$ cat src/rtl/core/bcdasc_pkg.sv
// bcdasc_pkg: constants, types and digit step functions for the bcd add/sub/compare core
// no dependencies; used by bcdasc_slice, bcdasc_out and bcd_add_sub_compare_core
`default_nettype none

package bcdasc_pkg;

   // number geometry
   localparam int DIGITS       = 16;
   localparam int STAGES       = 4;
   localparam int SLICE_DIGITS = (DIGITS + STAGES - 1) / STAGES;
   localparam int SLICE_BITS   = 4 * SLICE_DIGITS;
   localparam int PAD_BITS     = STAGES * SLICE_BITS;
   localparam int USED_BITS    = 4 * DIGITS;
   localparam int DATA_BITS    = 64;

   // operation codes; the unused code behaves as compare
   typedef enum logic [1:0] {
      OP_ADD = 2'd0,
      OP_SUB = 2'd1,
      OP_CMP = 2'd2
   } op_type;

   // ordering codes, two bit signed
   localparam logic [1:0] ORDER_EQ = 2'b00;
   localparam logic [1:0] ORDER_GT = 2'b01;
   localparam logic [1:0] ORDER_LT = 2'b11;

   typedef logic [3:0] digit_type;

   // data carried from one pipeline stage to the next
   typedef struct packed {
      logic                valid;
      logic [1:0]          op;
      logic [PAD_BITS-1:0] a_rem;
      logic [PAD_BITS-1:0] b_rem;
      logic [PAD_BITS-1:0] sum;
      logic [PAD_BITS-1:0] diff;
      logic [1:0]          carry;
      logic [1:0]          borrow;
      logic [1:0]          order;
      logic                bad;
   } stage_type;

   // one decimal add step: returns {carry out, digit}, digit sum at most 33
   function automatic logic [5:0] add_step(digit_type a, digit_type b, logic [1:0] cin);
      logic [5:0] s;
      logic [5:0] r;
      logic [1:0] c;
      s = {2'b00, a} + {2'b00, b} + {4'b0000, cin};
      if (s >= 6'd30) begin
         r = s - 6'd30;
         c = 2'd3;
      end else if (s >= 6'd20) begin
         r = s - 6'd20;
         c = 2'd2;
      end else if (s >= 6'd10) begin
         r = s - 6'd10;
         c = 2'd1;
      end else begin
         r = s;
         c = 2'd0;
      end
      return {c, r[3:0]};
   endfunction

   // one decimal subtract step: t = a + 20 - b - borrow lies in 3..35
   function automatic logic [5:0] sub_step(digit_type a, digit_type b, logic [1:0] bin);
      logic [5:0] t;
      logic [5:0] r;
      logic [1:0] c;
      t = 6'd20 + {2'b00, a} - {2'b00, b} - {4'b0000, bin};
      if (t >= 6'd30) begin
         r = t - 6'd30;
         c = 2'd0;
      end else if (t >= 6'd20) begin
         r = t - 6'd20;
         c = 2'd0;
      end else if (t >= 6'd10) begin
         r = t - 6'd10;
         c = 2'd1;
      end else begin
         r = t;
         c = 2'd2;
      end
      return {c, r[3:0]};
   endfunction

endpackage

`default_nettype wire

$ cat src/rtl/core/bcdasc_slice.sv
// bcdasc_slice: one pipeline stage, works on the lowest slice of remaining digits
// depends on bcdasc_pkg (stage_type, add_step, sub_step, constants)
`default_nettype none

module bcdasc_slice (
   input  wire logic                  clock,
   input  wire logic                  reset,
   input  wire bcdasc_pkg::stage_type d,
   output bcdasc_pkg::stage_type      q
);

   bcdasc_pkg::stage_type data_in;
   bcdasc_pkg::stage_type data_ff;
   logic                  valid_ff;

   // add and subtract chains plus compare over this slice's digits
   always_comb begin
      logic [1:0]                       carry;
      logic [1:0]                       borrow;
      logic [1:0]                       ord;
      logic                             bad;
      logic [5:0]                       add_r;
      logic [5:0]                       sub_r;
      logic [bcdasc_pkg::SLICE_BITS-1:0] sum_slice;
      logic [bcdasc_pkg::SLICE_BITS-1:0] diff_slice;
      bcdasc_pkg::digit_type            da;
      bcdasc_pkg::digit_type            db;
      carry      = d.carry;
      borrow     = d.borrow;
      ord        = d.order;
      bad        = d.bad;
      sum_slice  = '0;
      diff_slice = '0;
      for (int j = 0; j < bcdasc_pkg::SLICE_DIGITS; j++) begin
         da = d.a_rem[4*j +: 4];
         db = d.b_rem[4*j +: 4];
         add_r = bcdasc_pkg::add_step(da, db, carry);
         sub_r = bcdasc_pkg::sub_step(da, db, borrow);
         sum_slice[4*j +: 4]  = add_r[3:0];
         diff_slice[4*j +: 4] = sub_r[3:0];
         carry  = add_r[5:4];
         borrow = sub_r[5:4];
         // a higher digit that differs overrides the lower ones
         if (da > db) begin
            ord = bcdasc_pkg::ORDER_GT;
         end else if (da < db) begin
            ord = bcdasc_pkg::ORDER_LT;
         end
         if ((da > 4'd9) || (db > 4'd9)) begin
            bad = 1'b1;
         end
      end
      data_in        = d;
      data_in.a_rem  = d.a_rem >> bcdasc_pkg::SLICE_BITS;
      data_in.b_rem  = d.b_rem >> bcdasc_pkg::SLICE_BITS;
      data_in.sum    = {sum_slice, d.sum[bcdasc_pkg::PAD_BITS-1:bcdasc_pkg::SLICE_BITS]};
      data_in.diff   = {diff_slice, d.diff[bcdasc_pkg::PAD_BITS-1:bcdasc_pkg::SLICE_BITS]};
      data_in.carry  = carry;
      data_in.borrow = borrow;
      data_in.order  = ord;
      data_in.bad    = bad;
   end

   // valid bit
   always_ff @(posedge clock) begin
      if (reset) begin
         valid_ff <= 1'b0;
      end else begin
         valid_ff <= d.valid;
      end
   end

   // stage payload
   always_ff @(posedge clock) begin
      data_ff <= data_in;
   end

   always_comb begin
      q       = data_ff;
      q.valid = valid_ff;
   end

`ifndef SYNTHESIS
   a_valid_follows : assert property (@(posedge clock) disable iff (reset)
      d.valid |=> q.valid)
      else $error("slice dropped a transfer");
   a_no_spurious : assert property (@(posedge clock) disable iff (reset)
      !d.valid |=> !q.valid)
      else $error("slice invented a transfer");
`endif

endmodule

`default_nettype wire

$ cat src/rtl/core/bcdasc_out.sv
// bcdasc_out: selects sum, difference or zero by operation and registers the result
// depends on bcdasc_pkg (stage_type, op_type, order codes, widths)
`default_nettype none

module bcdasc_out (
   input  wire logic                                 clock,
   input  wire logic                                 reset,
   input  wire bcdasc_pkg::stage_type                d,
   output logic                                      rsp_strobe,
   output logic        [bcdasc_pkg::DATA_BITS-1:0]   rsp_result,
   output logic signed [1:0]                         rsp_order,
   output logic                                      rsp_bad_digit
);

   logic                             strobe_ff;
   logic [bcdasc_pkg::DATA_BITS-1:0] result_in;
   logic [bcdasc_pkg::DATA_BITS-1:0] result_ff;
   logic [1:0]                       order_ff;
   logic                             bad_ff;

   // operation select; subtract saturates at zero when a is less than b
   always_comb begin
      case (d.op)
         bcdasc_pkg::OP_ADD: begin
            result_in = bcdasc_pkg::DATA_BITS'(d.sum[bcdasc_pkg::USED_BITS-1:0]);
         end
         bcdasc_pkg::OP_SUB: begin
            if (d.order == bcdasc_pkg::ORDER_LT) begin
               result_in = '0;
            end else begin
               result_in = bcdasc_pkg::DATA_BITS'(d.diff[bcdasc_pkg::USED_BITS-1:0]);
            end
         end
         default: begin
            result_in = '0;
         end
      endcase
   end

   // result strobe
   always_ff @(posedge clock) begin
      if (reset) begin
         strobe_ff <= 1'b0;
      end else begin
         strobe_ff <= d.valid;
      end
   end

   // result payload
   always_ff @(posedge clock) begin
      result_ff <= result_in;
      order_ff  <= d.order;
      bad_ff    <= d.bad;
   end

   assign rsp_strobe    = strobe_ff;
   assign rsp_result    = result_ff;
   assign rsp_order     = order_ff;
   assign rsp_bad_digit = bad_ff;

`ifndef SYNTHESIS
   a_equal_sub_zero : assert property (@(posedge clock) disable iff (reset)
      (d.valid && (d.op == bcdasc_pkg::OP_SUB) && (d.order == bcdasc_pkg::ORDER_EQ)
       && !d.bad) |=> (rsp_result == '0))
      else $error("subtract of equal valid operands is not zero");
`endif

endmodule

`default_nettype wire

$ cat src/rtl/core/bcd_add_sub_compare_core.sv
// bcd_add_sub_compare_core: top level of the packed bcd adder, subtractor and comparator
// depends on bcdasc_pkg, bcdasc_slice and bcdasc_out
`default_nettype none

// Takes one operation (add, saturating subtract, compare) on two packed-BCD numbers every
// clock cycle: a transfer happens when start is high and busy is low, and busy is high only
// during reset and in the first cycle after it. Each transfer gives exactly one result,
// marked by rsp_strobe for one cycle, once through the slice registers and the output
// register; results arrive in request order and cannot be held off. The digit carry,
// borrow and compare chains run through four register stages of four digits each, then an
// output register selects and saturates the result. rsp_order is +1, 0 or -1 for a above,
// equal to or below b; rsp_bad_digit flags any input digit above 9.

module bcd_add_sub_compare_core (
   input  wire logic                                 clock,
   input  wire logic                                 reset,
   input  wire logic                                 start,
   output logic                                      busy,
   input  wire logic        [1:0]                    req_operation,
   input  wire logic        [bcdasc_pkg::DATA_BITS-1:0] req_operand_a,
   input  wire logic        [bcdasc_pkg::DATA_BITS-1:0] req_operand_b,
   output logic                                      rsp_strobe,
   output logic             [bcdasc_pkg::DATA_BITS-1:0] rsp_result,
   output logic signed      [1:0]                    rsp_order,
   output logic                                      rsp_bad_digit
);

   logic                  busy_ff;
   bcdasc_pkg::stage_type entry;
   bcdasc_pkg::stage_type chain [bcdasc_pkg::STAGES+1];

   // busy during reset and straight after it
   always_ff @(posedge clock) begin
      if (reset) begin
         busy_ff <= 1'b1;
      end else begin
         busy_ff <= 1'b0;
      end
   end

   assign busy = busy_ff;

   // request enters the pipeline with unused digits cleared
   always_comb begin
      entry.valid  = start && !busy_ff;
      entry.op     = req_operation;
      entry.a_rem  = bcdasc_pkg::PAD_BITS'(req_operand_a[bcdasc_pkg::USED_BITS-1:0]);
      entry.b_rem  = bcdasc_pkg::PAD_BITS'(req_operand_b[bcdasc_pkg::USED_BITS-1:0]);
      entry.sum    = '0;
      entry.diff   = '0;
      entry.carry  = 2'd0;
      entry.borrow = 2'd0;
      entry.order  = bcdasc_pkg::ORDER_EQ;
      entry.bad    = 1'b0;
   end

   assign chain[0] = entry;

   // digit slice stages, lowest digits first
   for (genvar s = 0; s < bcdasc_pkg::STAGES; s++) begin : g_slice
      bcdasc_slice u_slice (
         .clock (clock),
         .reset (reset),
         .d     (chain[s]),
         .q     (chain[s+1])
      );
   end

   // result select and output register
   bcdasc_out u_out (
      .clock         (clock),
      .reset         (reset),
      .d             (chain[bcdasc_pkg::STAGES]),
      .rsp_strobe    (rsp_strobe),
      .rsp_result    (rsp_result),
      .rsp_order     (rsp_order),
      .rsp_bad_digit (rsp_bad_digit)
   );

`ifndef SYNTHESIS
   a_latency : assert property (@(posedge clock) disable iff (reset)
      (start && !busy) |-> ##5 rsp_strobe)
      else $error("accepted transfer gave no result after five cycles");
   a_no_extra : assert property (@(posedge clock) disable iff (reset)
      rsp_strobe |-> $past(start && !busy, 5))
      else $error("result strobe without a matching request");
   a_order_code : assert property (@(posedge clock) disable iff (reset)
      rsp_strobe |-> (rsp_order != 2'sb10))
      else $error("ordering output out of range");
`endif

endmodule

`default_nettype wire
$ cat config.mk
export PLATFORM = sky130hd
export DESIGN_NAME = bcd_add_sub_compare_core
export DESIGN_NICKNAME = d
export VERILOG_FILES = /design/src/rtl/core/bcdasc_pkg.sv /design/src/rtl/core/bcdasc_slice.sv /design/src/rtl/core/bcdasc_out.sv /design/src/rtl/core/bcd_add_sub_compare_core.sv
export SDC_FILE = /design/constraint.sdc
export NUM_CORES = 1
export LEC_CHECK = 0
export BUFFER_PORTS_ARGS = -buffer_cell sky130_fd_sc_hd__buf_2
export CORE_MARGIN = 4
export CORE_UTILIZATION = 45
export CTS_CLUSTER_SIZE = 14
export DETAILED_ROUTE_END_ITERATION = 8
export PLACE_DENSITY_LB_ADDON = 0.2
export SETUP_SLACK_MARGIN = 0.2
export SLEW_MARGIN = 15
export SYNTH_ARGS = -nofsm -noshare
export SYNTH_HDL_FRONTEND = slang
export SYNTH_SLANG_ARGS = --single-unit
$ cat constraint.sdc
create_clock -name clock -period 11 [get_ports clock]
set_input_delay 1.1 -clock clock [delete_from_list [all_inputs] [get_ports clock]]
set_output_delay 1.1 -clock clock [all_outputs]
set_load 0.02 [all_outputs]
==> results.tsv, run 1 <==
metric	value	unit
min_period	10.36	ns
grt_usage	17.5	%
synth_edf_count	0	
dr.pass1.iters	5	
max_stage_delay	0.61	ns
timing.final.crit_share	94.2	%
cts_tree	built	
setup_viol	0	
finalHoldViolCount	0	
path_common_cell	ha_1	
rows	93	
start_util	45.6	%
ctsHoldBuffers	0	
nNetsFinal	3762	
grt-ovfl-total	0	
dpl_cell_area	31600	um2
p_leak	16.4	nW
wl_per_cell	15.6	um
detail-route-antenna-nets	0	
fin_cells	3993	
rsz0062_at_grt	yes	
core_area	64700	um2
dr.first_iter.drc_count	911	
cts.sinks	613	
path_buf_inv	4	
worstPathArrival	10.83	ns
fp.dieH	264	um
yosys_warnings	0	
max_slew_margin	32.9	%
hpwl	47.7	mm
seq_area_frac_synth	41.6	%
ff2ff_setup_slack	0.67	ns
power.total	12.4	mW
fp.dieArea	69700	um2
ys_seq_elements	613	
hp-class	register to register	
grt_pass1_vias	20361	
h-tree-depth	3	
slew_viol_final	0	
clk_pin_slew	0.06	ns
critPathKind	input port to register	
critPathCaptureType	register	
critPathMaxFanout	7	
io_buffers	201	
syn_area	29500	um2
vias	20046	
dp_cells	3862	
critPathRequiredTime	11.47	ns
clock_path_buffers	3	
grt_pass1_wl	101	mm
status	finished, final reports clean	
clkLatencyLatePin	0.60	ns
vdd_drop_max	0.191	mV
grt_max_degree	64	
max_slew.worst_pin.slew	1.01	ns
dieWidth	264	um
clock-root-buffer	clkbuf_16	
finalWirelength	62.4	mm
cts_inserted_buffers	67	
syn_avg_cell_area	10.5	um2
syn_nets	3496	
gp_congestion	0.887	
io_pins	202	
design_area	34300	um2
ys.flop_type	dfxtp_1	
final_util	53.0	%
start_kind	input port	
antenna_found_initial	4	
slowest_stage	fa_2	
netlist_instances	2817	
vias_per_cell	5.02	
setup_tns	0	ns
area_growth	16.3	%
max_freq	96.6	MHz
drc	0	
finClkSkew	0.0254	ns
maxCapViolCount	0	
postSynth.asyncResetShare	0	%
critPathTopFamily	adder cells	
layout-drive-gt1-share	13.2	%
synth_cell_types	80	
power_density	361	nW/um2
cells in the final DEF, fill, tap and decap left out, types with 69 or more instances in the layout:
| cell | instances |
|---|---|
| a21oi_1 | 126 |
| a22o_1 | 69 |
| buf_2 | 201 |
| dfxtp_1 | 611 |
| fa_1 | 96 |
| ha_1 | 437 |
| inv_1 | 365 |
| nand2_1 | 131 |
| nor2_1 | 114 |
| o21ai_0 | 125 |
| xnor2_1 | 86 |
repair_timing:
action	4_1_cts	5_1_grt
cloned	0	0
resized for setup	2	65
pin swaps	0	11
buffers inserted	0	7
setup endpoints to repair	4	31
per-stage QoR:
step | setup slack (ns) | hold WS (ns)
after floorplan | 0.814 | 0.310
after global placement | 0.118 | 0.310
after detailed placement | -0.283 | 0.312
after CTS | 0.196 | 0.307
after global routing | 0.123 | 0.320
final | 0.643 | 0.309
sequential cells by signal, indices dropped and copies added (netlist names):
signal and count:
u_out.rsp_bad_digit 1, g_slice.u_slice.q 540, g_slice.u_slice.valid_ff 4, busy 1, u_out.rsp_order 2, u_out.rsp_result 64
u_out.rsp_strobe 1
cell type report:
| cell class | count | area, um2 |
|---|---|---|
| well taps | 855 | 1070 |
| repair buffers | 221 | 1160 |
| flip-flops and latches | 613 | 12300 |
| fillers | 5704 | 30400 |
| clock inverters | 39 | 495 |
| diodes | 1 | 2.50 |
| clock buffers | 84 | 1850 |
| multi-input cells | 1814 | 16100 |
| inverters | 366 | 1370 |
synth_stat cells, drive strengths merged (6+ instances only):
cell type    n  area, um2
a211oi      17        133
a21o        55        414
a21oi      134        689
a22o        70        614
a31oi       18        113
a32o         9       90.1
a32oi       25        219
and2        28        175
and3        11       68.8
and4b        7       70.1
clkbuf      21       78.8
dfxtp      613      12300
fa         107       2140
ha         439       5490
inv        366       1370
mux2         6       67.6
mux2i       20        200
nand2      131        492
nand2b      28        175
nand3       34        170
nand3b      11       82.6
nand4       25        156
nor2       118        443
nor2b       31        194
nor3        36        180
nor3b       11       82.6
nor4        14       87.6
o21a        13       97.6
o21ai      137        686
o21bai      17        128
o22ai       13       81.3
o311ai      11       96.3
o31ai       11       87.6
or3         12       75.1
xnor2       86        753
xor2        54        559
metal layers:
layer / global-route usage [%] / wire (um) / vias to the layer above / part of all wire, %
li1: - / - / 10084 / -
met1: 21.7 / 27400 / 9427 / 44
met2: 30.5 / 30200 / 425 / 48
met3: 3.23 / 3040 / 108 / 4.9
met4: 6.20 / 1770 / 2 / 2.8
met5: 0 / 13 / - / 0.021
logic make-up after synthesis:
family | Yosys count | share of synthesized area, %
and+or+nand+nor | 516 | 8.84
AOI/OAI and AO/OA | 586 | 13.4
xor gates and xnor gates | 140 | 4.45
buffers and inverters | 390 | 4.99
adders and majority gates | 546 | 25.9
DFF | 613 | 41.6
muxes | 26 | 0.907
path summary, 6_finish.rpt:
kind,from,end,cells after the start
max,req_operand_a[0],g_slice[0].u_slice.q[133],39
min,g_slice[2].u_slice.q[44],g_slice[3].u_slice.q[28],0
max reg2reg,g_slice[2].u_slice.q[136],g_slice[3].u_slice.q[134],41
min reg2reg,g_slice[2].u_slice.q[44],g_slice[3].u_slice.q[28],0
report_power, final:
group	leakage, nW	switching [mW]	total (mW)	internal [mW]
sequential	5.15	0.197	3.21	3.01
clock	1.14	0.911	2.31	1.40
combinational	10.1	3.89	6.87	2.98
total	16.4	5.00	12.4	7.39
worst register-to-register path: cells and delay by family (launching register included):
kind | cells | cell delay (ns)
multiplexers | 2 | 0.38
AND/OR/NAND/NOR | 4 | 0.92
buffers and inverters | 5 | 0.41
flip-flops | 1 | 0.41
AO/OA/AOI/OAI | 10 | 1.41
XOR/XNOR | 4 | 1.11
adder cells (fa/ha/maj) | 16 | 5.56
No activity file was read; power rests on OpenSTA's default activity.
==> inputs of run 2 (changes only) <==
--- a/config.mk
+++ b/config.mk
@@ -6,8 +6,10 @@
 export NUM_CORES = 1
 export LEC_CHECK = 0
 export BUFFER_PORTS_ARGS = -buffer_cell sky130_fd_sc_hd__buf_2
+export CELL_PAD_IN_SITES_DETAIL_PLACEMENT = 1
+export CELL_PAD_IN_SITES_GLOBAL_PLACEMENT = 2
 export CORE_MARGIN = 4
-export CORE_UTILIZATION = 45
+export CORE_UTILIZATION = 40
 export CTS_CLUSTER_SIZE = 14
 export DETAILED_ROUTE_END_ITERATION = 8
 export PLACE_DENSITY_LB_ADDON = 0.2
==> run 2 against run 1 <==
Against the previous run:
- final cell count up 3.2%
- first-iteration DRC count fell by 25%
- fmax down 0.12%
- critical path depth rose by 2
- clock skew fell by 0.0063 ns
- non-clock buffer count increased by 24
- largest cell class unchanged
- cell area increased by 1.1%
- die area up 12%
- via count up 1.5%
==> results.tsv, run 2 (synthesis gave the netlist of run 1 again) <==
metric	value	unit	change
status	finished, final reports clean		
dpl_cell_area	31800	um2	+0.74%
rsz0062_at_grt	yes		
gp_congestion	0.856		-3.5%
critPathKind	register to register		
ctsHoldBuffers	0		unchanged
clkLatencyLatePin	0.61	ns	about the same
hp-class	register to register		
max_stage_delay	0.60	ns	about the same
timing.final.crit_share	94.3	%	+0.11 points
max_slew.worst_pin.slew	1.15	ns	+0.142 ns
start_util	40.4	%	-5.2 points
finalWirelength	71.9	mm	+15%
setup_tns	0	ns	unchanged
rows	99		+6.5%
largest_register_ffs	540		unchanged
dr.first_iter.drc_count	684		-25%
cts.sinks	613		unchanged
finalHoldViolCount	0		unchanged
cts_inserted_buffers	67		unchanged
worstPathArrival	10.88	ns	+0.05 ns
fill_cells	8072		+42%
min_period	10.37	ns	+0.0126 ns
start_kind	register		
multi_input_area	16100	um2	+0.21%
fp.dieH	280	um	+5.9%
grt_usage	18.1	%	+0.60 points
hpwl	55.7	mm	+17%
nNetsFinal	3786		+0.64%
clock-root-buffer	clkbuf_16		
max_slew_margin	23.4	%	-9.5 points
wl_per_cell	17.5	um	+12%
max_freq	96.4	MHz	-0.12%
slew_viol_final	0		unchanged
critPathRequiredTime	11.51	ns	+0.04 ns
finClkSkew	0.0191	ns	-0.00629 ns
clk_pin_slew	0.06	ns	about the same
vias	20338		+1.5%
layout_commonest_cell	dfxtp_1		
area_growth	17.6	%	
power_density	370	nW/um2	+2.3%
p_leak	16.5	nW	+0.81%
slowest_stage	fa_2		
path_buf_inv	4		unchanged
grt_pass1_vias	21909		+7.6%
core_area	73100	um2	+13%
setup_viol	0		unchanged
antennaDiodeCount	0		-1
place_ws	-0.123	ns	+0.160 ns
io_buffers	201		unchanged
dr.pass1.iters	4		-1
cts_tree	built		
layout-drive-gt1-share	14.5	%	+1.2 points
maxCapViolCount	0		unchanged
h-tree-depth	3		unchanged
path_common_cell	ha_1		
dieWidth	280	um	+5.9%
design_area	34700	um2	+1.1%
final_cell_mix	dfxtp_1 (611), ha_1 (436), inv_1 (365), buf_2 (201), nand2_1 (131)		
detail-route-antenna-nets	0		unchanged
antenna_found_initial	2		-2
dp_cells	3980		+3.1%
final_util	47.5	%	-5.5 points
clock_path_buffers	3		unchanged
drc	0		unchanged
critPathCaptureType	register		
fin_cells	4119		+3.2%
fp.dieArea	78200	um2	+12%
vias_per_cell	4.94		-1.6%
critPathTopFamily	adder cells		
critPathMaxFanout	8		+1
vdd_drop_max	0.142	mV	-26%
grt-ovfl-total	0		unchanged
fin_ws	0.631	ns	-0.0126 ns
grt_max_degree	64		unchanged
grt_pass1_wl	115	mm	+14%
io_pins	202		unchanged
seqCellArea	12300	um2	unchanged
## run 2: cell types whose count changed in the layout (fill, tap and decap cells not counted), sizes merged
cell and change:
buf +24, clkbuf +4, clkinv +1, clkinvlp -2
diode -1, inv -4
## run 2: final cells by class
class,count,area share [%]
multi-input combinational,1814,46.5
sequential,613,35.4
clock buffer,88,5.49
inverter,366,3.96
timing repair buffer,245,3.89
tap,959,3.46
clock inverter,34,1.38
## run 2: worst paths after layout
path,slack (ns),start,end,cells past startpoint
max,0.63,g_slice[0].u_slice.q[200],g_slice[1].u_slice.q[134],41
min,0.32,g_slice[2].u_slice.q[42],g_slice[3].u_slice.q[26],0
max reg2reg,0.63,g_slice[0].u_slice.q[200],g_slice[1].u_slice.q[134],41
min reg2reg,0.32,g_slice[2].u_slice.q[42],g_slice[3].u_slice.q[26],0
## run 2: metal layers
metal | GRT usage [%] | wire [um]
met5 | 0 | 0
met4 | 5.16 | 1910
met3 | 3.07 | 2090
met2 | 32.1 | 35300
met1 | 22.8 | 32600
## run 2: power by group
part | internal (mW) | switching (mW) | leakage [nW] | total [mW]
combinational | 3.12 | 4.11 | 10.2 | 7.23
clock | 1.43 | 0.936 | 1.16 | 2.36
sequential | 3.01 | 0.217 | 5.15 | 3.23
total | 7.56 | 5.27 | 16.5 | 12.8
## run 2: repair_timing
item,in CTS,in global routing
gates resized for setup,10,75
setup endpoints to repair,8,32
pin swaps,1,17
setup buffers,0,17
## run 2: through the flow
stage / total power [mW] / hold WS, ns
2_1_floorplan: 8.32 / 0.310
3_5_place_dp: 10.2 / 0.313
3_3_place_gp: 9.96 / 0.310
6_report: 12.8 / 0.317
5_1_grt: 14.1 / 0.322
4_1_cts: 12.7 / 0.311
